===== src/hw/rtl/plti_pkg.sv =====
// shared types and constants for the piecewise-linear table interpolator
`default_nettype none
package plti_pkg;

  localparam int TABLE_DEPTH = 64;
  localparam int ADDR_W      = $clog2(TABLE_DEPTH);
  localparam int CNT_W       = 7;
  localparam int FRAC_W      = 16;

  // input operations
  localparam logic OP_LOAD   = 1'b0;
  localparam logic OP_LOOKUP = 1'b1;

  // result status codes
  localparam logic [1:0] ST_OK        = 2'd0;
  localparam logic [1:0] ST_NOT_POS   = 2'd1;
  localparam logic [1:0] ST_NOT_INCR  = 2'd2;
  localparam logic [1:0] ST_IDX_RANGE = 2'd3;

  // lookup region codes
  localparam logic [1:0] RG_INSIDE = 2'd0;
  localparam logic [1:0] RG_BELOW  = 2'd1;
  localparam logic [1:0] RG_ABOVE  = 2'd2;

  // configuration register indexes
  localparam logic [1:0] CFG_ENTRY_COUNT = 2'd0;
  localparam logic [1:0] CFG_OMEGA_MIN   = 2'd1;
  localparam logic [1:0] CFG_BELOW_ZERO  = 2'd2;
  localparam logic [1:0] CFG_ABOVE_ZERO  = 2'd3;

  typedef struct packed {
    logic               op;
    logic [5:0]         entry_index;
    logic signed [31:0] x_value;
    logic signed [31:0] y_value;
  } in_item_t;

  typedef struct packed {
    logic signed [31:0] y_out;
    logic [1:0]         status;
    logic [1:0]         region;
  } out_item_t;

endpackage
`default_nettype wire


===== src/hw/rtl/plti_div.sv =====
// iterative restoring divider giving a 16-bit fraction num/den with num < den
`default_nettype none
module plti_div (
  input  wire logic                      clk,
  input  wire logic                      rst_n,
  input  wire logic                      start,
  input  wire logic [32:0]               num,
  input  wire logic [32:0]               den,
  output logic                           done,
  output logic [plti_pkg::FRAC_W-1:0]    quot
);

  logic [32:0]                  rem_r, rem_nxt;
  logic [32:0]                  den_r;
  logic [plti_pkg::FRAC_W-1:0]  quot_r, quot_nxt;
  logic [4:0]                   cnt_r, cnt_nxt;
  logic                         busy_r, busy_nxt;
  logic                         done_r, done_nxt;
  logic [33:0]                  shifted;

  always_comb begin
    shifted  = {rem_r, 1'b0};
    rem_nxt  = rem_r;
    quot_nxt = quot_r;
    cnt_nxt  = cnt_r;
    busy_nxt = busy_r;
    done_nxt = 1'b0;
    if (start) begin
      rem_nxt  = num;
      quot_nxt = '0;
      cnt_nxt  = '0;
      busy_nxt = 1'b1;
    end else if (busy_r) begin
      // one quotient bit a cycle; the remainder stays below den
      if (shifted >= {1'b0, den_r}) begin
        rem_nxt  = 33'(shifted - {1'b0, den_r});
        quot_nxt = {quot_r[plti_pkg::FRAC_W-2:0], 1'b1};
      end else begin
        rem_nxt  = shifted[32:0];
        quot_nxt = {quot_r[plti_pkg::FRAC_W-2:0], 1'b0};
      end
      cnt_nxt = cnt_r + 5'd1;
      if (cnt_r == 5'(plti_pkg::FRAC_W - 1)) begin
        busy_nxt = 1'b0;
        done_nxt = 1'b1;
      end
    end
  end

  always_ff @(posedge clk) begin
    if (!rst_n) begin
      busy_r <= 1'b0;
      done_r <= 1'b0;
      cnt_r  <= '0;
    end else begin
      busy_r <= busy_nxt;
      done_r <= done_nxt;
      cnt_r  <= cnt_nxt;
    end
    rem_r  <= rem_nxt;
    quot_r <= quot_nxt;
    if (start) begin
      den_r <= den;
    end
  end

  assign done = done_r;
  assign quot = quot_r;

endmodule
`default_nettype wire


===== config.mk =====
export PLATFORM = sky130hd
export DESIGN_NAME = plti_div
export DESIGN_NICKNAME = d
export VERILOG_FILES = /design/src/hw/rtl/plti_pkg.sv /design/src/hw/rtl/plti_div.sv
export SDC_FILE = /design/constraint.sdc
export NUM_CORES = 1
export LEC_CHECK = 0
export BUFFER_PORTS_ARGS = -buffer_cell sky130_fd_sc_hd__buf_2
export CAP_MARGIN = 20
export CORE_MARGIN = 2
export CORE_UTILIZATION = 52
export DETAILED_ROUTE_END_ITERATION = 10
export GPL_ROUTABILITY_DRIVEN = 0
export GPL_TIMING_DRIVEN = 0
export PLACE_DENSITY = 0.79
export SYNTH_ARGS = -nofsm -noshare
export SYNTH_HDL_FRONTEND = slang
export SYNTH_SLANG_ARGS = --single-unit

===== constraint.sdc =====
create_clock -name clk -period 2.9 [get_ports clk]
set_input_delay 0.58 -clock clk [delete_from_list [all_inputs] [get_ports clk]]
set_output_delay 0.58 -clock clk [all_outputs]
set_load 0.03 [all_outputs]

==> flow_summary.toml, run 1 <==
[logic_synthesis]
yosys_warnings = 0
synth_flop_cell = "edfxtp_1"
yosysTopAreaCellShare_pct = 35.1
synth.area.top_cells = "edfxtp_1 (35%), dfxtp_1 (8.2%), ha_1 (7.8%)"
synth_edf_count = 66
avgSynthCellArea_sq_um = 9.84
postSynthCellCount = 574
ys_ff_latch = 89
synth.cell_area_sq_um = 5650
ys_types = 77
synth_top_area_cell = "edfxtp_1"
ys_seq_area_share_pct = 43.2
synth_nets = 679
synthArstFlopShare_pct = 0

[layout]
synthToLayoutAreaGrowth_pct = 28.3
layout.nets = 804
multiInputGateArea_sq_um = 3340
seq_area_sq_um = 2440
drive_above_1_share_pct = 32.5
fillerInstances = 771
final_common_cell = "buf_2"
final_util_pct = 67.7
final_cell_mix = "buf_2 (85), edfxtp_1 (66), nor2_1 (49)"
finalNonFillerCells = 844
diodes = 0

[worst_setup_path]
r2r-end = "rem_r[18]"
timing.reg2reg.setup_slack_ns = -0.02
r2r_cells = 11
critPathRequiredTime_ns = 3.07
crit_path_start_kind = "flip-flop"
cp_slowest_cell = "edfxtp_1"
timing.rr.start = "rem_r[13]"
cp_slowest_stage_delay_ns = 0.42
end_kind = "flip-flop"
worstPathMaxFanout = 8
worst_ep_arrival_time_ns = 3.08
crit_type = "reg2reg"
cpMostUsedCell = "buf_4"
cp_cell_sequence = "ha_1 > buf_4 > nand2_4 > nor4_4 > nand2_2 > o211ai_4 > a21oi_4 > buf_4 > or3_1 > a211o_1 > o211a_1"

[sta]
layout_setup_ws_ns = -0.0158
final-hold-violation-count = 0
min_period_ns = 2.92
finClkSkew_ns = 0.0156
report.final.slew_viol_count = 0
fin_crit_sh_pct = 101
max_slew_margin_pct = 42.2
setup_violations = 3
worst_pin_slew_ns = 0.867
holdWs_ns = 0.348
rsz0062_at_grt = "true"
clock.fmax_mhz = 343

[clock_tree]
cts.reportedPaths.clkPinSlew_ns = 0.11
cts_tree = "done"
ctsLongestPathBuffers = 2
insertion_delay_ns = 0.40
cts_max_level = 3
root_buffer = "clkbuf_8"
numCtsBuffers = 9
cts.hold.buffers_added = 0
cts.sinks = 89

[outcome]
outcome = "finished, violations left"
violations = "negative setup slack"

[global_routing]
antenna_found_initial = 0
grt_pass1_vias = 4905
grt_max_degree = 39
grt_pass1_wl_mm = 23.6
grt-ovfl-total = 0
track_usage_pct = 26.0

[drt]
vias = 5268
post_drt_wl_per_cell_um = 19.4
wirelength_mm = 16.4
via_per_inst = 6.24
drt_iter0_drc = 421
ant_nets = 0
route.detailed.drc = 0
drt_first_pass_iters = 5

[placement]
placed_cells = 799
hpwl_mm = 10.4
portBuffers = 85
pre_cts_slack_ns = -0.716

[floorplan]
die_w_um = 108
die_h_um = 108
rows = 38
die_area_sq_um = 11700
ios = 86
core-area_sq_um = 10700
start_util_pct = 52.8

[worst_hold_path]
hp-start = "den[18]"
hold_path_class = "in2reg"
min_path_cells = 1
worstHoldEndpoint = "den_r[18]"

[power_and_ir_drop]
p_leak_nw = 3.03
power.total_mw = 5.59
ir_drop_v = 0.000420
power-per-cell-area_nw_per_um2 = 772

[flow_run]
maxCapViolations = 0
-- kinds of logic (layout without fill, tap and decap cells) --
family / Yosys count / count (layout) / synth area share (%)
simple gates: 166 / 166 / 14.6
compound gates: 163 / 163 / 20.8
flops: 89 / 89 / 43.2
buf+inv: 75 / 205 / 5.69
fa+ha+maj: 36 / 36 / 8.11
xor+xnor: 24 / 24 / 3.72
mux: 21 / 21 / 3.79
-- power by group --
group          internal, mW  leakage, nW  total [mW]  switching (mW)
sequential             1.60        0.839        1.73           0.127
clock                 0.390        0.110       0.916           0.526
combinational          1.34         2.08        2.95            1.61
-- layer usage --
layer	vias up	GRT usage (%)	wire, um
met5	-	0	0
met4	0	11.6	630
met3	79	6.57	1330
met2	304	43.7	7980
met1	2515	31.7	6420
li1	2370	-	-
-- worst max path at each step --
stage / start / endpoint / slack, ns
after floorplan: rem_r[18] / rem_r[30] / 0.17
after global placement: start / rem_r[19] / -0.61
after detailed placement: start / rem_r[21] / -0.72
after CTS: rem_r[25] / rem_r[31] / 0.004
after global routing: rem_r[18] / rem_r[4] / -0.09
final: rem_r[13] / rem_r[18] / -0.02
-- layout make-up --
cell class              count  share of cell area, %
inverters                  45                   2.33
plain buffers              27                   2.81
clock buffers              10                   2.05
well taps                 140                   2.42
repair buffers            117                   9.62
multi-input cells         410                   46.1
flip-flops and latches     89                   33.7
clock inverters             6                  0.967
-- synth_stat cells (3+ instances only) --
master and n:
a211oi_1 12, a21o_1 14, a21oi_1 30, a221o_1 6, a2bb2oi_1 3, a311oi_1 3
a31oi_1 3, a41oi_1 3, and3_1 8, and4_1 3, buf_2 7, buf_4 4
clkbuf_1 14, dfxtp_1 23, edfxtp_1 66, ha_1 35, inv_1 44, mux2_2 3
mux2i_1 18, nand2_1 50, nand2b_1 5, nand3_1 8, nand4_1 4, nand4b_1 3
nor2_1 53, nor2b_1 5, nor3_1 4, nor3b_1 4, o211ai_1 11, o21a_1 15
o21ai_0 26, o21bai_1 5, or3_1 4, xnor2_1 11, xor2_1 13
-- registers in the layout (all words and copies together) (netlist names) --
| signal | count |
|---|---|
| busy_r | 1 |
| den_r | 33 |
| done | 1 |
| quot | 16 |
| cnt_r | 5 |
| rem_r | 33 |
-- critical path, delay by kind of cell, from the launching register on --
kind | cells | cell delay (ns)
simple gates | 4 | 0.83
compound gates | 4 | 0.82
fa+ha+maj | 1 | 0.31
flops | 1 | 0.42
buf+inv | 2 | 0.32
-- timing repair --
action | 4_1_cts | 5_1_grt
cloned | 1 | 1
pin swaps | 11 | 23
resized for setup | 37 | 83
setup endpoints to repair | 66 | 32
setup buffers | 17 | 13
-- through the flow --
stage	TNS [ns]	cell area [sq um]
floorplan	0	5650
global placement	-26.08	6250
detailed placement	-31.89	6250
CTS	0	6750
global route	-1.15	7250
finish	-0.0337	7250
(Power assumes the default switching activity.)
==> inputs of run 2 (changes only) <==
--- a/config.mk
+++ b/config.mk
@@ -7,12 +7,14 @@
 export LEC_CHECK = 0
 export BUFFER_PORTS_ARGS = -buffer_cell sky130_fd_sc_hd__buf_2
 export CAP_MARGIN = 20
+export CELL_PAD_IN_SITES_DETAIL_PLACEMENT = 1
+export CELL_PAD_IN_SITES_GLOBAL_PLACEMENT = 1
 export CORE_MARGIN = 2
-export CORE_UTILIZATION = 52
+export CORE_UTILIZATION = 40
 export DETAILED_ROUTE_END_ITERATION = 10
 export GPL_ROUTABILITY_DRIVEN = 0
 export GPL_TIMING_DRIVEN = 0
-export PLACE_DENSITY = 0.79
+export PLACE_DENSITY = 0.78
 export SYNTH_ARGS = -nofsm -noshare
 export SYNTH_HDL_FRONTEND = slang
 export SYNTH_SLANG_ARGS = --single-unit
==> run 2 against run 1 <==
The flow still finishes with violations (negative setup slack). Final area up 3.2%. Flip-flop and latch count unchanged. Sequential power about the same. Critical path depth unchanged. First-iteration DRC count down 47%. Clock power up 28%. Largest cell class unchanged. Highest routed layer unchanged.
==> flow_summary.toml, run 2 (synthesized netlist as in run 1, its figures left out) <==
[outcome]
outcome = "finished, violations left"
violations = "negative setup slack"

[sta]
layout_setup_ws_ns = -0.0668
finClkSkew_ns = 0.0135
report.final.slew_viol_count = 0
max_slew_margin_pct = 42.4
worst_pin_slew_ns = 0.864
fin_setup_tns_ns = -0.750
fin_crit_sh_pct = 102
setup_violations = 18
final-hold-violation-count = 0
rsz0062_at_grt = "true"
min_period_ns = 2.97
clock.fmax_mhz = 337

[floorplan]
die_area_sq_um = 15100
rows = 43
die_h_um = 123
ios = 86
start_util_pct = 40.9
core-area_sq_um = 13800
die_w_um = 123

[worst_setup_path]
path_buf_inv = 3
crit_type = "reg2reg"
worst_ep_arrival_time_ns = 3.08
critPathRequiredTime_ns = 3.01
cp_slowest_stage_delay_ns = 0.45
worstPathMaxFanout = 7
startpoint = "rem_r[22]"
crit_path_start_kind = "flip-flop"
cpMostUsedCell = "buf_6"
end_kind = "flip-flop"
cp_cell_sequence = "ha_4 > a21o_1 > a311o_1 > a221oi_2 > o311ai_2 > a21oi_4 > buf_6 > buf_6 > nor2_4 > buf_12 > a221o_1"
cp_slowest_cell = "edfxtp_1"
critPathTopFamily = "compound AO/OA/AOI/OAI gates"
timing.rr.start = "rem_r[22]"

[clock_tree]
root_buffer = "clkbuf_16"
cts_tree = "done"
cts.hold.buffers_added = 0
cts.reportedPaths.clkPinSlew_ns = 0.08
insertion_delay_ns = 0.37
cts.sinks = 89
numCtsBuffers = 9
cts_max_level = 3
ctsLongestPathBuffers = 2

[drt]
vias = 5263
drt_iter0_drc = 222
wirelength_mm = 19.6
route.detailed.drc = 0
drt_first_pass_iters = 6
via_per_inst = 5.89
post_drt_wl_per_cell_um = 22.0
ant_nets = 0

[layout]
synthToLayoutAreaGrowth_pct = 32.4
diodes = 0
drive_above_1_share_pct = 33.3
layout.nets = 814
final_cell_mix = "buf_2 (84), edfxtp_1 (66), nor2_1 (51)"
final_common_cell = "buf_2"
fillerInstances = 1551
multiInputGateArea_sq_um = 3390
seq_area_sq_um = 2440

[placement]
hpwl_mm = 12.0
portBuffers = 85

[worst_hold_path]
hp-start = "den[25]"
hold_path_class = "in2reg"

[power_and_ir_drop]
pwr-share-clk_pct = 19.2
p_leak_nw = 3.11
switching_share_pct = 40.2
ir_drop_v = 0.000336
p_int_mw = 3.65
power.total_mw = 6.10
switching_power_mw = 2.45
seqPwrFrac_pct = 28.6
pwr-share-comb_pct = 52.3
power-per-cell-area_nw_per_um2 = 816

[global_routing]
track_usage_pct = 24.3
grt_max_degree = 39
grt_pass1_wl_mm = 27.7
antenna_found_initial = 0
grt-ovfl-total = 0
grt_pass1_vias = 5367

[flow_run]
maxCapViolations = 0
## run 2: changes by cell type in the layout (fill, tap and decap cells not counted), sizes merged
cell    delta
inv        +4
clkbuf     -2
buf       +11
clkinv     -3
## run 2: routing by layer
metal / vias to the layer above / GRT usage, % / part of all wire, %
met3: 59 / 5.30 / 6.4
met2: 217 / 40.8 / 50
met1: 2592 / 30.0 / 40
li1: 2395 / - / -
met4: 0 / 9.99 / 3.5
met5: - / 0 / 0
## run 2: path summary, 6_finish.rpt
kind / to / slack (ns) / cells past startpoint
max: rem_r[13] / -0.07 / 11
min: den_r[25] / 0.39 / 1
max reg2reg: rem_r[13] / -0.07 / 11
min reg2reg: cnt_r[4] / 0.49 / 2
## run 2: area by class of cell
class	count	share of cell area (%)
tap	180	3.01
timing repair buffer	129	10.5
clock buffer	9	3.01
sequential	89	32.6
buffer	25	2.58
clock inverter	7	0.803
multi-input combinational	410	45.3
inverter	45	2.26
## run 2: what timing repair did
item	CTS	global route
buffers inserted	15	29
setup endpoints to repair	67	65
resized for setup	48	75
pin swaps	13	32
## run 2: power groups by stage
stage	logic, mW	clock network [mW]	registers, mW
global placement	2.18	0	1.72
finish	3.19	1.17	1.74
floorplan	1.68	0	1.70
global route	3.40	1.23	1.76
detailed placement	2.26	0	1.73
CTS	2.51	1.19	1.71
## run 2: through the flow
step	cell area (sq um)	util, %	worst slack [ns]	hold WS [ns]	cells
3_3_place_gp	6300	45.6	-0.665	0.464	839
3_5_place_dp	6300	45.6	-0.771	0.488	839
4_1_cts	6910	50.0	0.00131	0.381	865
2_1_floorplan	5650	-	0.175	0.456	574
5_1_grt	7480	54.1	-0.166	0.382	894
6_report	7480	54.1	-0.0668	0.387	894
## run 2: worst reg2reg max path, delay by kind of cell (launching register included)
| family | cells | cell delay (ns) |
|---|---|---|
| DFF | 1 | 0.45 |
| buffers and inverters | 3 | 0.46 |
| adders and majority gates | 1 | 0.28 |
| AOI/OAI and AO/OA | 6 | 1.47 |
| and+or+nand+nor | 1 | 0.05 |
==> inputs of run 3 (changes only) <==
--- a/config.mk
+++ b/config.mk
@@ -11,10 +11,12 @@
 export CELL_PAD_IN_SITES_GLOBAL_PLACEMENT = 1
 export CORE_MARGIN = 2
 export CORE_UTILIZATION = 40
+export CTS_BUF_LIST = sky130_fd_sc_hd__clkbuf_8 sky130_fd_sc_hd__clkbuf_16
 export DETAILED_ROUTE_END_ITERATION = 10
 export GPL_ROUTABILITY_DRIVEN = 0
 export GPL_TIMING_DRIVEN = 0
 export PLACE_DENSITY = 0.78
+export RECOVER_POWER = 100
 export SYNTH_ARGS = -nofsm -noshare
 export SYNTH_HDL_FRONTEND = slang
 export SYNTH_SLANG_ARGS = --single-unit
==> run 3 against run 2 <==
The flow still finishes with violations (negative setup slack). Power is essentially flat. Global-route usage unchanged. Clock skew about the same. Core utilization down 0.16 points. Final cell count unchanged. Non-clock buffer count is the same. Final area is 0.30% lower. Wire length decreased by 0.42%. First-iteration DRC count rose by 3.2%. Die area stayed put. Critical path type unchanged.
==> flow_summary.toml, run 3 (synthesized netlist as in run 1, its figures left out) <==
[sta]
report.final.slew_viol_count = 0
fin_setup_tns_ns = -0.514
fin_crit_sh_pct = 102
finClkSkew_ns = 0.0135
rsz0062_at_grt = "true"
clock.fmax_mhz = 339
worst_pin_slew_ns = 0.867
setup_violations = 16
layout_setup_ws_ns = -0.0499
max_slew_margin_pct = 42.2
final-hold-violation-count = 0
min_period_ns = 2.95

[power_and_ir_drop]
switching_power_mw = 2.45
p_int_mw = 3.65
seqPwrFrac_pct = 28.6
pwr-share-comb_pct = 52.2
pwr-share-clk_pct = 19.2
p_leak_nw = 3.03
switching_share_pct = 40.2
power.total_mw = 6.10
power-per-cell-area_nw_per_um2 = 818
ir_drop_v = 0.000337

[clock_tree]
insertion_delay_ns = 0.37
cts.reportedPaths.clkPinSlew_ns = 0.08
cts_tree = "done"
cts.hold.buffers_added = 0
root_buffer = "clkbuf_16"
numCtsBuffers = 9
cts_max_level = 3
cts.sinks = 89
ctsLongestPathBuffers = 2

[drt]
wirelength_mm = 19.6
post_drt_wl_per_cell_um = 21.9
vias = 5249
drt_first_pass_iters = 5
route.detailed.drc = 0
ant_nets = 0
via_per_inst = 5.87
drt_iter0_drc = 229

[global_routing]
grt_max_degree = 39
antenna_found_initial = 0
track_usage_pct = 24.3
grt_pass1_vias = 5367
grt_pass1_wl_mm = 27.7
grt-ovfl-total = 0

[placement]
pre_cts_slack_ns = -0.771
hpwl_mm = 12.0
placed_area_sq_um = 6300
portBuffers = 85

[floorplan]
start_util_pct = 40.9
die_h_um = 123
ios = 86
die_area_sq_um = 15100
core-area_sq_um = 13800
rows = 43
die_w_um = 123

[layout]
drive_above_1_share_pct = 30.8
final_area_sq_um = 7460
diodes = 0
synthToLayoutAreaGrowth_pct = 32.0
layout.nets = 814
final_cell_mix = "edfxtp_1 (66), buf_2 (66), nor2_1 (51)"

[worst_setup_path]
crit_path_start_kind = "flip-flop"
end_kind = "flip-flop"
crit_type = "reg2reg"
timing.rr.start = "rem_r[22]"
r2r-end = "rem_r[13]"
r2r_cells = 11
worst_ep_arrival_time_ns = 3.06
timing.reg2reg.setup_slack_ns = -0.05
worstPathMaxFanout = 7
critPathRequiredTime_ns = 3.01

[worst_hold_path]
hold_path_class = "in2reg"
min_path_cells = 1
hp-start = "den[25]"
worstHoldEndpoint = "den_r[25]"

[outcome]
violations = "negative setup slack"
outcome = "finished, violations left"

[flow_run]
maxCapViolations = 0
run 3: cell count changes in the layout (fill, tap and decap cells not counted):
cell      delta
buf_2       -18
clkbuf_1    +18
run 3: worst max-delay path by stage:
stage               startpoint        end  slack, ns
global placement         start  rem_r[15]      -0.66
floorplan            rem_r[18]  rem_r[30]       0.17
detailed placement       start  rem_r[16]      -0.77
global route         rem_r[19]  rem_r[11]      -0.17
finish               rem_r[22]  rem_r[13]      -0.05
CTS                   rem_r[1]  rem_r[16]      0.001
run 3: power by group through the flow:
stage	clock network (mW)	logic (mW)	registers (mW)
finish	1.17	3.19	1.74
global route	1.23	3.40	1.76
CTS	1.19	2.51	1.71
detailed placement	0	2.26	1.73
global placement	0	2.18	1.72
floorplan	0	1.68	1.70
run 3: worst max-delay path: stages (launching register included):
cell      delay, ns
edfxtp_1       0.45
ha_4           0.28
a21o_1         0.21
a311o_1        0.35
a221oi_2       0.25
o311ai_2       0.18
a21oi_4        0.19
buf_6          0.16
buf_6          0.12
nor2_4         0.05
buf_12         0.17
a221o_1        0.28
run 3: metrics by stage:
step / instances / util (%) / hold slack [ns]
after global placement: 839 / 45.6 / 0.464
after detailed placement: 839 / 45.6 / 0.488
after CTS: 865 / 50.0 / 0.381
after floorplan: 574 / - / 0.456
final: 894 / 53.9 / 0.386
after global routing: 894 / 53.9 / 0.382
run 3: what timing repair did:
action	4_1_cts	5_1_grt
setup endpoints to repair	67	65
buffers inserted	15	29
pin swaps	13	32
hold endpoints to repair	0	0
gates resized for setup	48	75
run 3: routing by layer:
metal	up-vias	share of wire, %	GRT usage (%)	wire length [um]
met5	-	0	0	0
met4	0	3.7	9.99	724
met3	62	6.2	5.30	1220
met2	210	50	40.8	9730
met1	2582	40	30.0	7890
li1	2395	-	-	-
run 3: cell type report:
class | instances | area (sq um)
buffer | 25 | 193
clock buffer | 9 | 225
clock inverter | 7 | 60.1
fill | 1564 | 6370
inverter | 45 | 169
multi-input combinational | 410 | 3390
sequential | 89 | 2440
tap | 180 | 225
timing repair buffer | 129 | 759
